[src/rtl/isotp_pkg.sv]
`default_nettype none

package isotp_pkg;

  typedef enum logic [1:0] {
    KIND_PAYLOAD = 2'd0,
    KIND_FLOW    = 2'd1,
    KIND_ERROR   = 2'd2
  } kind_t;

  typedef enum logic [2:0] {
    ERR_IDLE_TIMEOUT = 3'd0,
    ERR_BAD_TYPE     = 3'd1,
    ERR_SF_LENGTH    = 3'd2,
    ERR_FF_ZERO      = 3'd3,
    ERR_CF_TIMEOUT   = 3'd4,
    ERR_NOT_CF       = 3'd5,
    ERR_SEQUENCE     = 3'd6
  } err_t;

  localparam logic [3:0] PCI_SF = 4'h0;
  localparam logic [3:0] PCI_FF = 4'h1;
  localparam logic [3:0] PCI_CF = 4'h2;

  localparam logic [7:0] FC_CTS = 8'h30;

  localparam logic [1:0] CFG_BLOCK_SIZE = 2'd0;
  localparam logic [1:0] CFG_SEP_TIME   = 2'd1;
  localparam logic [1:0] CFG_PAD        = 2'd2;

  typedef struct packed {
    logic [7:0] blk_size;
    logic [7:0] sep_time;
    logic [7:0] pad;
  } cfg_t;

  typedef struct packed {
    logic            is_error;
    err_t            code;
    logic            has_flow;
    logic            end_mark;
    logic [2:0]      cnt;
    logic [7:0][7:0] data;
  } cmd_t;

  typedef struct packed {
    logic head_valid;
    logic full;
  } q_stat_t;

endpackage

`default_nettype wire

[src/rtl/isotp_front.sv]
`default_nettype none

module isotp_front (
  input  wire logic                     clk,
  input  wire logic                     rst,
  input  wire logic                     in_valid,
  output logic                          in_ready,
  input  wire logic                     func,
  input  wire logic [7:0][7:0]          frame,
  input  wire isotp_pkg::q_stat_t       q_stat,
  output logic                          push,
  output isotp_pkg::cmd_t               cmd
);
  import isotp_pkg::*;

  logic        receiving;
  logic        receiving_next;
  logic [11:0] remaining;
  logic [11:0] remaining_next;
  logic [3:0]  exp_seq;
  logic [3:0]  exp_seq_next;

  logic [3:0]  pci_type;
  logic [3:0]  pci_low;
  logic [11:0] ff_len;

  assign in_ready = !q_stat.full;
  assign push     = in_valid && !q_stat.full;
  assign pci_type = frame[0][7:4];
  assign pci_low  = frame[0][3:0];
  assign ff_len   = {pci_low, frame[1]};

  always_comb begin
    receiving_next = receiving;
    remaining_next = remaining;
    exp_seq_next   = exp_seq;
    cmd            = '0;
    cmd.code       = ERR_IDLE_TIMEOUT;
    for (int i = 0; i < 7; i++) begin
      cmd.data[i] = frame[i + 1];
    end
    cmd.data[7] = 8'h00;

    if (!receiving) begin
      if (func) begin
        cmd.is_error = 1'b1;
        cmd.code     = ERR_IDLE_TIMEOUT;
      end else begin
        case (pci_type)
          PCI_SF: begin
            if (pci_low == 4'd0 || pci_low > 4'd7) begin
              cmd.is_error = 1'b1;
              cmd.code     = ERR_SF_LENGTH;
            end else begin
              cmd.cnt      = pci_low[2:0];
              cmd.end_mark = 1'b1;
            end
          end
          PCI_FF: begin
            if (ff_len == 12'd0) begin
              cmd.is_error = 1'b1;
              cmd.code     = ERR_FF_ZERO;
            end else begin
              for (int i = 0; i < 6; i++) begin
                cmd.data[i] = frame[i + 2];
              end
              cmd.data[6]  = 8'h00;
              cmd.cnt      = (ff_len < 12'd6) ? ff_len[2:0] : 3'd6;
              cmd.end_mark = (ff_len <= 12'd6);
              cmd.has_flow = 1'b1;
              if (ff_len > 12'd6) begin
                receiving_next = 1'b1;
                remaining_next = ff_len - 12'd6;
                exp_seq_next   = 4'd1;
              end
            end
          end
          default: begin
            cmd.is_error = 1'b1;
            cmd.code     = ERR_BAD_TYPE;
          end
        endcase
      end
    end else begin
      if (func) begin
        cmd.is_error = 1'b1;
        cmd.code     = ERR_CF_TIMEOUT;
      end else if (pci_type != PCI_CF) begin
        cmd.is_error = 1'b1;
        cmd.code     = ERR_NOT_CF;
      end else if (pci_low != exp_seq) begin
        cmd.is_error = 1'b1;
        cmd.code     = ERR_SEQUENCE;
      end else begin
        cmd.cnt        = (remaining < 12'd7) ? remaining[2:0] : 3'd7;
        cmd.end_mark   = (remaining <= 12'd7);
        remaining_next = remaining - {9'd0, cmd.cnt};
        exp_seq_next   = exp_seq + 4'd1;
        if (remaining <= 12'd7) begin
          receiving_next = 1'b0;
          remaining_next = 12'd0;
          exp_seq_next   = 4'd1;
        end
      end
    end

    if (cmd.is_error) begin
      receiving_next = 1'b0;
      remaining_next = 12'd0;
      exp_seq_next   = 4'd1;
    end
  end

  always_ff @(posedge clk) begin
    if (rst) begin
      receiving <= 1'b0;
      remaining <= 12'd0;
      exp_seq   <= 4'd1;
    end else if (push) begin
      receiving <= receiving_next;
      remaining <= remaining_next;
      exp_seq   <= exp_seq_next;
    end
  end

endmodule

`default_nettype wire

[src/rtl/isotp_queue.sv]
`default_nettype none

module isotp_queue (
  input  wire logic               clk,
  input  wire logic               rst,
  input  wire logic               push,
  input  wire isotp_pkg::cmd_t    push_cmd,
  input  wire logic               pop,
  output isotp_pkg::cmd_t         head,
  output isotp_pkg::q_stat_t      q_stat
);
  import isotp_pkg::*;

  cmd_t       slots [2];
  logic       wr_ptr;
  logic       rd_ptr;
  logic [1:0] count;
  logic       do_push;
  logic       do_pop;

  assign q_stat.full       = (count == 2'd2);
  assign q_stat.head_valid = (count != 2'd0);
  assign head              = slots[rd_ptr];
  assign do_push           = push && !q_stat.full;
  assign do_pop            = pop && q_stat.head_valid;

  always_ff @(posedge clk) begin
    if (do_push) begin
      slots[wr_ptr] <= push_cmd;
    end
  end

  always_ff @(posedge clk) begin
    if (rst) begin
      wr_ptr <= 1'b0;
      rd_ptr <= 1'b0;
      count  <= 2'd0;
    end else begin
      if (do_push) begin
        wr_ptr <= !wr_ptr;
      end
      if (do_pop) begin
        rd_ptr <= !rd_ptr;
      end
      case ({do_push, do_pop})
        2'b10:   count <= count + 2'd1;
        2'b01:   count <= count - 2'd1;
        default: count <= count;
      endcase
    end
  end

endmodule

`default_nettype wire

[src/rtl/isotp_back.sv]
`default_nettype none

module isotp_back (
  input  wire logic               clk,
  input  wire logic               rst,
  input  wire isotp_pkg::cmd_t    head,
  input  wire isotp_pkg::q_stat_t q_stat,
  input  wire isotp_pkg::cfg_t    cfg,
  output logic                    pop,
  input  wire logic               out_ready,
  output logic                    out_valid,
  output isotp_pkg::kind_t        kind,
  output logic [7:0]              value,
  output isotp_pkg::err_t         error_code,
  output logic                    message_end,
  output logic                    run_last
);
  import isotp_pkg::*;

  logic [3:0] idx;
  logic       step;
  logic       last;
  logic [3:0] flow_pos;
  kind_t      r_kind;
  logic [7:0] r_value;
  err_t       r_code;
  logic       r_end;

  assign step     = q_stat.head_valid && (!out_valid || out_ready);
  assign pop      = step && last;
  assign flow_pos = idx - {1'b0, head.cnt};

  always_comb begin
    r_kind  = KIND_PAYLOAD;
    r_value = 8'h00;
    r_code  = ERR_IDLE_TIMEOUT;
    r_end   = 1'b0;
    last    = 1'b0;
    if (head.is_error) begin
      r_kind = KIND_ERROR;
      r_code = head.code;
      last   = 1'b1;
    end else if (idx < {1'b0, head.cnt}) begin
      r_value = head.data[idx[2:0]];
      r_end   = head.end_mark && (idx == {1'b0, head.cnt} - 4'd1);
      last    = !head.has_flow && (idx == {1'b0, head.cnt} - 4'd1);
    end else begin
      r_kind = KIND_FLOW;
      case (flow_pos[2:0])
        3'd0:    r_value = FC_CTS;
        3'd1:    r_value = cfg.blk_size;
        3'd2:    r_value = cfg.sep_time;
        default: r_value = cfg.pad;
      endcase
      last = (flow_pos[2:0] == 3'd7);
    end
  end

  always_ff @(posedge clk) begin
    if (rst) begin
      idx       <= 4'd0;
      out_valid <= 1'b0;
    end else begin
      if (step) begin
        idx       <= last ? 4'd0 : idx + 4'd1;
        out_valid <= 1'b1;
      end else if (out_ready) begin
        out_valid <= 1'b0;
      end
    end
  end

  always_ff @(posedge clk) begin
    if (step) begin
      kind        <= r_kind;
      value       <= r_value;
      error_code  <= r_code;
      message_end <= r_end;
      run_last    <= last;
    end
  end

endmodule

`default_nettype wire

[src/rtl/isotp_reassembly_receiver_core.sv]
`default_nettype none

// channel  | dir | signals                          | contents
// s        | in  | s_tvalid s_tready s_tdata s_tuser | CAN frame or receive timeout
// m        | out | m_tvalid m_tready m_tdata m_tuser | payload, flow-control, error
//          |     | m_tlast                          | last result of one item
// cfg      | in  | cfg_write cfg_index cfg_data     | flow-control settings
//
// Each item yields 1 to 14 results, one per cycle from the output register;
// the result serializer sets the rate. A two-entry command queue lets the
// front accept new items while earlier results still drain.
// Reset clears protocol state, queue, output valid and the settings to zero.
// Stalls on m hold the output; s stalls only when the queue is full.

module isotp_reassembly_receiver_core (
  input  wire logic        clk,
  input  wire logic        rst,
  input  wire logic        s_tvalid,
  output logic             s_tready,
  input  wire logic [63:0] s_tdata,   // byte_0 .. byte_7
  input  wire logic [0:0]  s_tuser,   // func
  output logic             m_tvalid,
  input  wire logic        m_tready,
  output logic [15:0]      m_tdata,   // value[7:0], error_code[10:8], zero
  output logic [2:0]       m_tuser,   // kind[1:0], message_end[2]
  output logic             m_tlast,   // run_last
  input  wire logic        cfg_write,
  input  wire logic [1:0]  cfg_index,
  input  wire logic [7:0]  cfg_data
);
  import isotp_pkg::*;

  cfg_t            cfg;
  cmd_t            push_cmd;
  cmd_t            head;
  q_stat_t         q_stat;
  logic            push;
  logic            pop;
  logic [7:0][7:0] frame;
  kind_t           kind;
  logic [7:0]      value;
  err_t            error_code;
  logic            message_end;

  assign frame = s_tdata;

  always_ff @(posedge clk) begin
    if (rst) begin
      cfg <= '0;
    end else if (cfg_write) begin
      case (cfg_index)
        CFG_BLOCK_SIZE: cfg.blk_size <= cfg_data;
        CFG_SEP_TIME:   cfg.sep_time <= cfg_data;
        CFG_PAD:        cfg.pad      <= cfg_data;
        default:        cfg          <= cfg;
      endcase
    end
  end

  isotp_front u_front (
    .clk      (clk),
    .rst      (rst),
    .in_valid (s_tvalid),
    .in_ready (s_tready),
    .func     (s_tuser[0]),
    .frame    (frame),
    .q_stat   (q_stat),
    .push     (push),
    .cmd      (push_cmd)
  );

  isotp_queue u_queue (
    .clk      (clk),
    .rst      (rst),
    .push     (push),
    .push_cmd (push_cmd),
    .pop      (pop),
    .head     (head),
    .q_stat   (q_stat)
  );

  isotp_back u_back (
    .clk         (clk),
    .rst         (rst),
    .head        (head),
    .q_stat      (q_stat),
    .cfg         (cfg),
    .pop         (pop),
    .out_ready   (m_tready),
    .out_valid   (m_tvalid),
    .kind        (kind),
    .value       (value),
    .error_code  (error_code),
    .message_end (message_end),
    .run_last    (m_tlast)
  );

  assign m_tdata = {5'd0, error_code, value};
  assign m_tuser = {message_end, kind};

`ifndef SYNTH
  a_error_single : assert property (@(posedge clk) disable iff (rst)
    (m_tvalid && kind == KIND_ERROR) |-> m_tlast)
    else $error("error result not marked last");

  a_end_payload : assert property (@(posedge clk) disable iff (rst)
    (m_tvalid && message_end) |-> (kind == KIND_PAYLOAD))
    else $error("message end on non-payload result");

  a_stall_busy : assert property (@(posedge clk) disable iff (rst)
    !s_tready |-> q_stat.head_valid)
    else $error("input stalled with empty queue");
`endif

endmodule

`default_nettype wire

[config.mk]
export PLATFORM = sky130hd
export DESIGN_NAME = isotp_reassembly_receiver_core
export DESIGN_NICKNAME = d
export VERILOG_FILES = /design/src/rtl/isotp_pkg.sv /design/src/rtl/isotp_front.sv /design/src/rtl/isotp_queue.sv /design/src/rtl/isotp_back.sv /design/src/rtl/isotp_reassembly_receiver_core.sv
export SDC_FILE = /design/constraint.sdc
export NUM_CORES = 1
export LEC_CHECK = 0
export BUFFER_PORTS_ARGS = -buffer_cell sky130_fd_sc_hd__buf_2
export CORE_MARGIN = 1
export CORE_UTILIZATION = 45
export DETAILED_ROUTE_END_ITERATION = 12
export PLACE_DENSITY = 0.65
export SLEW_MARGIN = 20
export SYNTH_ARGS = -nofsm -noshare
export SYNTH_HDL_FRONTEND = slang
export SYNTH_SLANG_ARGS = --single-unit
[constraint.sdc]
create_clock -name clk -period 8.3 [get_ports clk]
set_input_delay 1.66 -clock clk [delete_from_list [all_inputs] [get_ports clk]]
set_output_delay 1.66 -clock clk [all_outputs]
set_load 0.03 [all_outputs]
==> qor.txt <==
FF-to-FF path depth -> 12
Post-layout instance area -> 10,700 um2
DR pass1 iterations -> 5
Initial Utilization -> 46.2%
Fillers -> 1,745
Final net count -> 904
Worst setup EP type -> flop
Vias in the first global route -> 6,455
Sink Count -> 196
Synth Flop Type -> edfxtp_1
Worst-skew pair later-pin latency -> 440 ps
Ys Warns -> 0
Worst Hold Slack -> 477 ps
Largest net degree at the start of global routing -> 66
CTS max path bufs -> 2
Final RePlAce weighted congestion -> 0.847
Total grt overflow -> 0
RSZ-0062 raised after global routing -> false
Post-CTS Setup Bufs -> 0
TritonCTS clock tree -> done
Fin crit share -> 54.0%
Hold Path Stages -> 2
# setup viols final -> 0
Worst hold-check path type -> flop to flop
Reg-to-reg slack, setup -> 3820 ps
Post-Synthesis Cells -> 737
Vias/cell -> 5.70
CTS Buf Count -> 17
Area contributors post-synth -> edfxtp_1, dfxtp_1, mux2_2
Die area -> 21,600 um2
Routed wire length -> 20.7 mm
Routed length per placed instance -> 18.9 um
Layout cell share with drive strength beyond 1 -> 27.4%
Largest fanout on the critical path -> 43
Crit path cell chain -> buf_4 > mux2i_1 > inv_1 > ha_1 > fa_1 > xnor2_1 > a21oi_2 > or3_1 > o22ai_1 > ha_1 > or3_1 > a21oi_1
Num ports -> 102
Worst slew pin tran -> 946 ps
H-tree depth -> 4
Synth unique cells -> 67
Tmin final -> 4480 ps
Cts repair resizes -> 0
Post-synth EDFFs -> 145
Hold Buf Count CTS -> 0
Area grow syn2layout -> 13.1%
Worst EP arrival -> 4840 ps
CTS clk-pin slew, worst paths -> 70 ps
Antenna viol nets, final -> 0
Maxcap violations -> 0
Chip Height -> 147 um
Die W -> 147 um
Worst EP required -> 8660 ps
Finished Core Util -> 52.3%
Cell taking the most area after synthesis -> edfxtp_1
Status -> completed
Root Driver -> clkbuf_16
Slew Limit Fails -> 0
Syn avg cell area -> 12.8 um2
LEAKAGE -> 3.82 nW
Maximum clock rate -> 0.223 GHz
CP startpoint kind -> flop
Total global-route track usage -> 19.9%
Slew headroom -> 36.8%
Antenna violations before repair -> 2
Setup TNS -> 0 ps
FFs w/ async S/R, synth -> 0%
Sequential area share after synthesis -> 56.9%
IO buf count -> 96
Synth Cell Area -> 9450 um2
Placement Rows -> 52
Global-route wire length before repair -> 33.2 mm
Hold Vio Cnt, Final -> 0
WS Path Type -> flop to flop
Fin Clk Skew -> 12.0 ps
DP Area -> 10,100 um2
Routed vias -> 6,268
Hpwl dp -> 14.1 mm
Core box area -> 20,400 um2
Crit-path slowest cell -> buf_4
Peak supply drop -> 0.000145 V
Pwr/cell area -> 277 nW/um2
Post-synth top area share -> 46.1%
Starting DRT DRC Count -> 443
DRC -> 0
Max incr delay on CP -> 610 ps
Synth Register Bits -> 196
==> cell type report <==
cell class	count	area (um2)	area share (%)
Sequential cell	196	5380	50.3
Multi-Input combinational cell	470	3750	35.1
Timing Repair Buffer	103	533	4.99
Clock buffer	19	433	4.05
Tap cell	270	338	3.16
Clock inverter	13	143	1.34
Inverter	27	101	0.949
Antenna cell	2	5.00	0.0469
==> routing by layer <==
metal,vias to the layer above,track usage (%),routed length [um]
met1,3081,25.3,8970
met2,202,33.5,10200
li1,2960,-,-
met4,0,6.03,279
met5,-,0,0
met3,25,4.81,1300
==> critical path: cells and delay by family (launching register included) <==
kind,cells,cell delay [ps]
mux,1,330
flops,1,310
buf+inv,2,680
compound gates,3,660
xor+xnor,1,570
simple gates,2,800
fa+ha+maj,3,1010
==> registers in the layout, indices dropped and copies added (netlist names), 2 cells and up, named ones only <==
signal / flops
cfg: 24
u_back.error_code: 3
u_queue.slots: 130
u_back.idx: 4
u_front.exp_seq: 4
u_front.remaining: 12
u_queue.count: 2
u_back.value: 8
u_back.kind: 2
==> synth_stat cells, drive strengths merged, types with 3 or more instances <==
| cell | number |
|---|---|
| a211o | 5 |
| a21o | 5 |
| a21oi | 36 |
| a22o | 4 |
| a22oi | 3 |
| and3 | 4 |
| buf | 24 |
| clkbuf | 24 |
| dfxtp | 51 |
| edfxtp | 145 |
| ha | 8 |
| inv | 27 |
| mux2 | 52 |
| mux2i | 43 |
| mux4 | 24 |
| nand2 | 26 |
| nand2b | 14 |
| nand3 | 12 |
| nand3b | 3 |
| nor2 | 59 |
| nor2b | 17 |
| nor3 | 17 |
| nor3b | 3 |
| nor4 | 4 |
| o211ai | 3 |
| o21ai | 16 |
| o22ai | 27 |
| o31ai | 5 |
| o32ai | 7 |
| or3 | 9 |
| or4 | 9 |
| xnor2 | 11 |
| xor2 | 11 |
==> per-stage QoR <==
step / setup WS [ps] / instances / power (mW)
finish: 3820 / 1100 / 2.96
global route: 3490 / 1099 / 3.10
CTS: 3770 / 1098 / 2.98
detailed placement: 3800 / 1066 / 2.18
global placement: 3920 / 1066 / 2.15
floorplan: 3190 / 741 / 1.96
==> cells in the final DEF (no fill, tap or decap), types with 14 or more instances in the layout <==
master     count
nand2b_1      14
nor3_1        16
buf_2         96
mux2_2        52
o21ai_0       15
edfxtp_1     145
inv_1         26
nor2b_1       16
mux4_2        24
o22ai_1       27
nand2_1       26
mux2i_1       42
dfxtp_1       50
a21oi_1       34
clkbuf_16     17
nor2_1        57
==> kinds of logic (layout without fill, tap and decap cells) <==
logic type | Yosys count | after routing | share of synthesized area [%]
XOR/XNOR | 22 | 22 | 2.04
other | 1 | 7 | 0.0397
AND/OR/NAND/NOR | 183 | 183 | 9.92
buffers and inverters | 75 | 162 | 3.72
adder cells (fa/ha/maj) | 9 | 9 | 1.27
AO/OA/AOI/OAI | 132 | 132 | 9.51
multiplexers | 119 | 119 | 16.6
flip-flops | 196 | 196 | 56.9
==> power by group <==
part | switching, mW | total (mW) | internal (mW) | leakage, nW
Sequential | 0.0443 | 1.28 | 1.23 | 1.77
Clock | 0.381 | 0.806 | 0.426 | 0.270
Combinational | 0.535 | 0.876 | 0.341 | 1.78
==> path summary, 6_finish.rpt <==
check | from | end
setup / recovery | flop | u_queue.count[1]$_SDFFE_PP0P_
hold / removal | u_front.remaining[6]$_SDFFE_PP0P_ | u_front.remaining[6]$_SDFFE_PP0P_
setup reg to reg | flop | u_queue.count[1]$_SDFFE_PP0P_
hold reg to reg | u_front.remaining[6]$_SDFFE_PP0P_ | u_front.remaining[6]$_SDFFE_PP0P_
(Power assumes the default switching activity.)
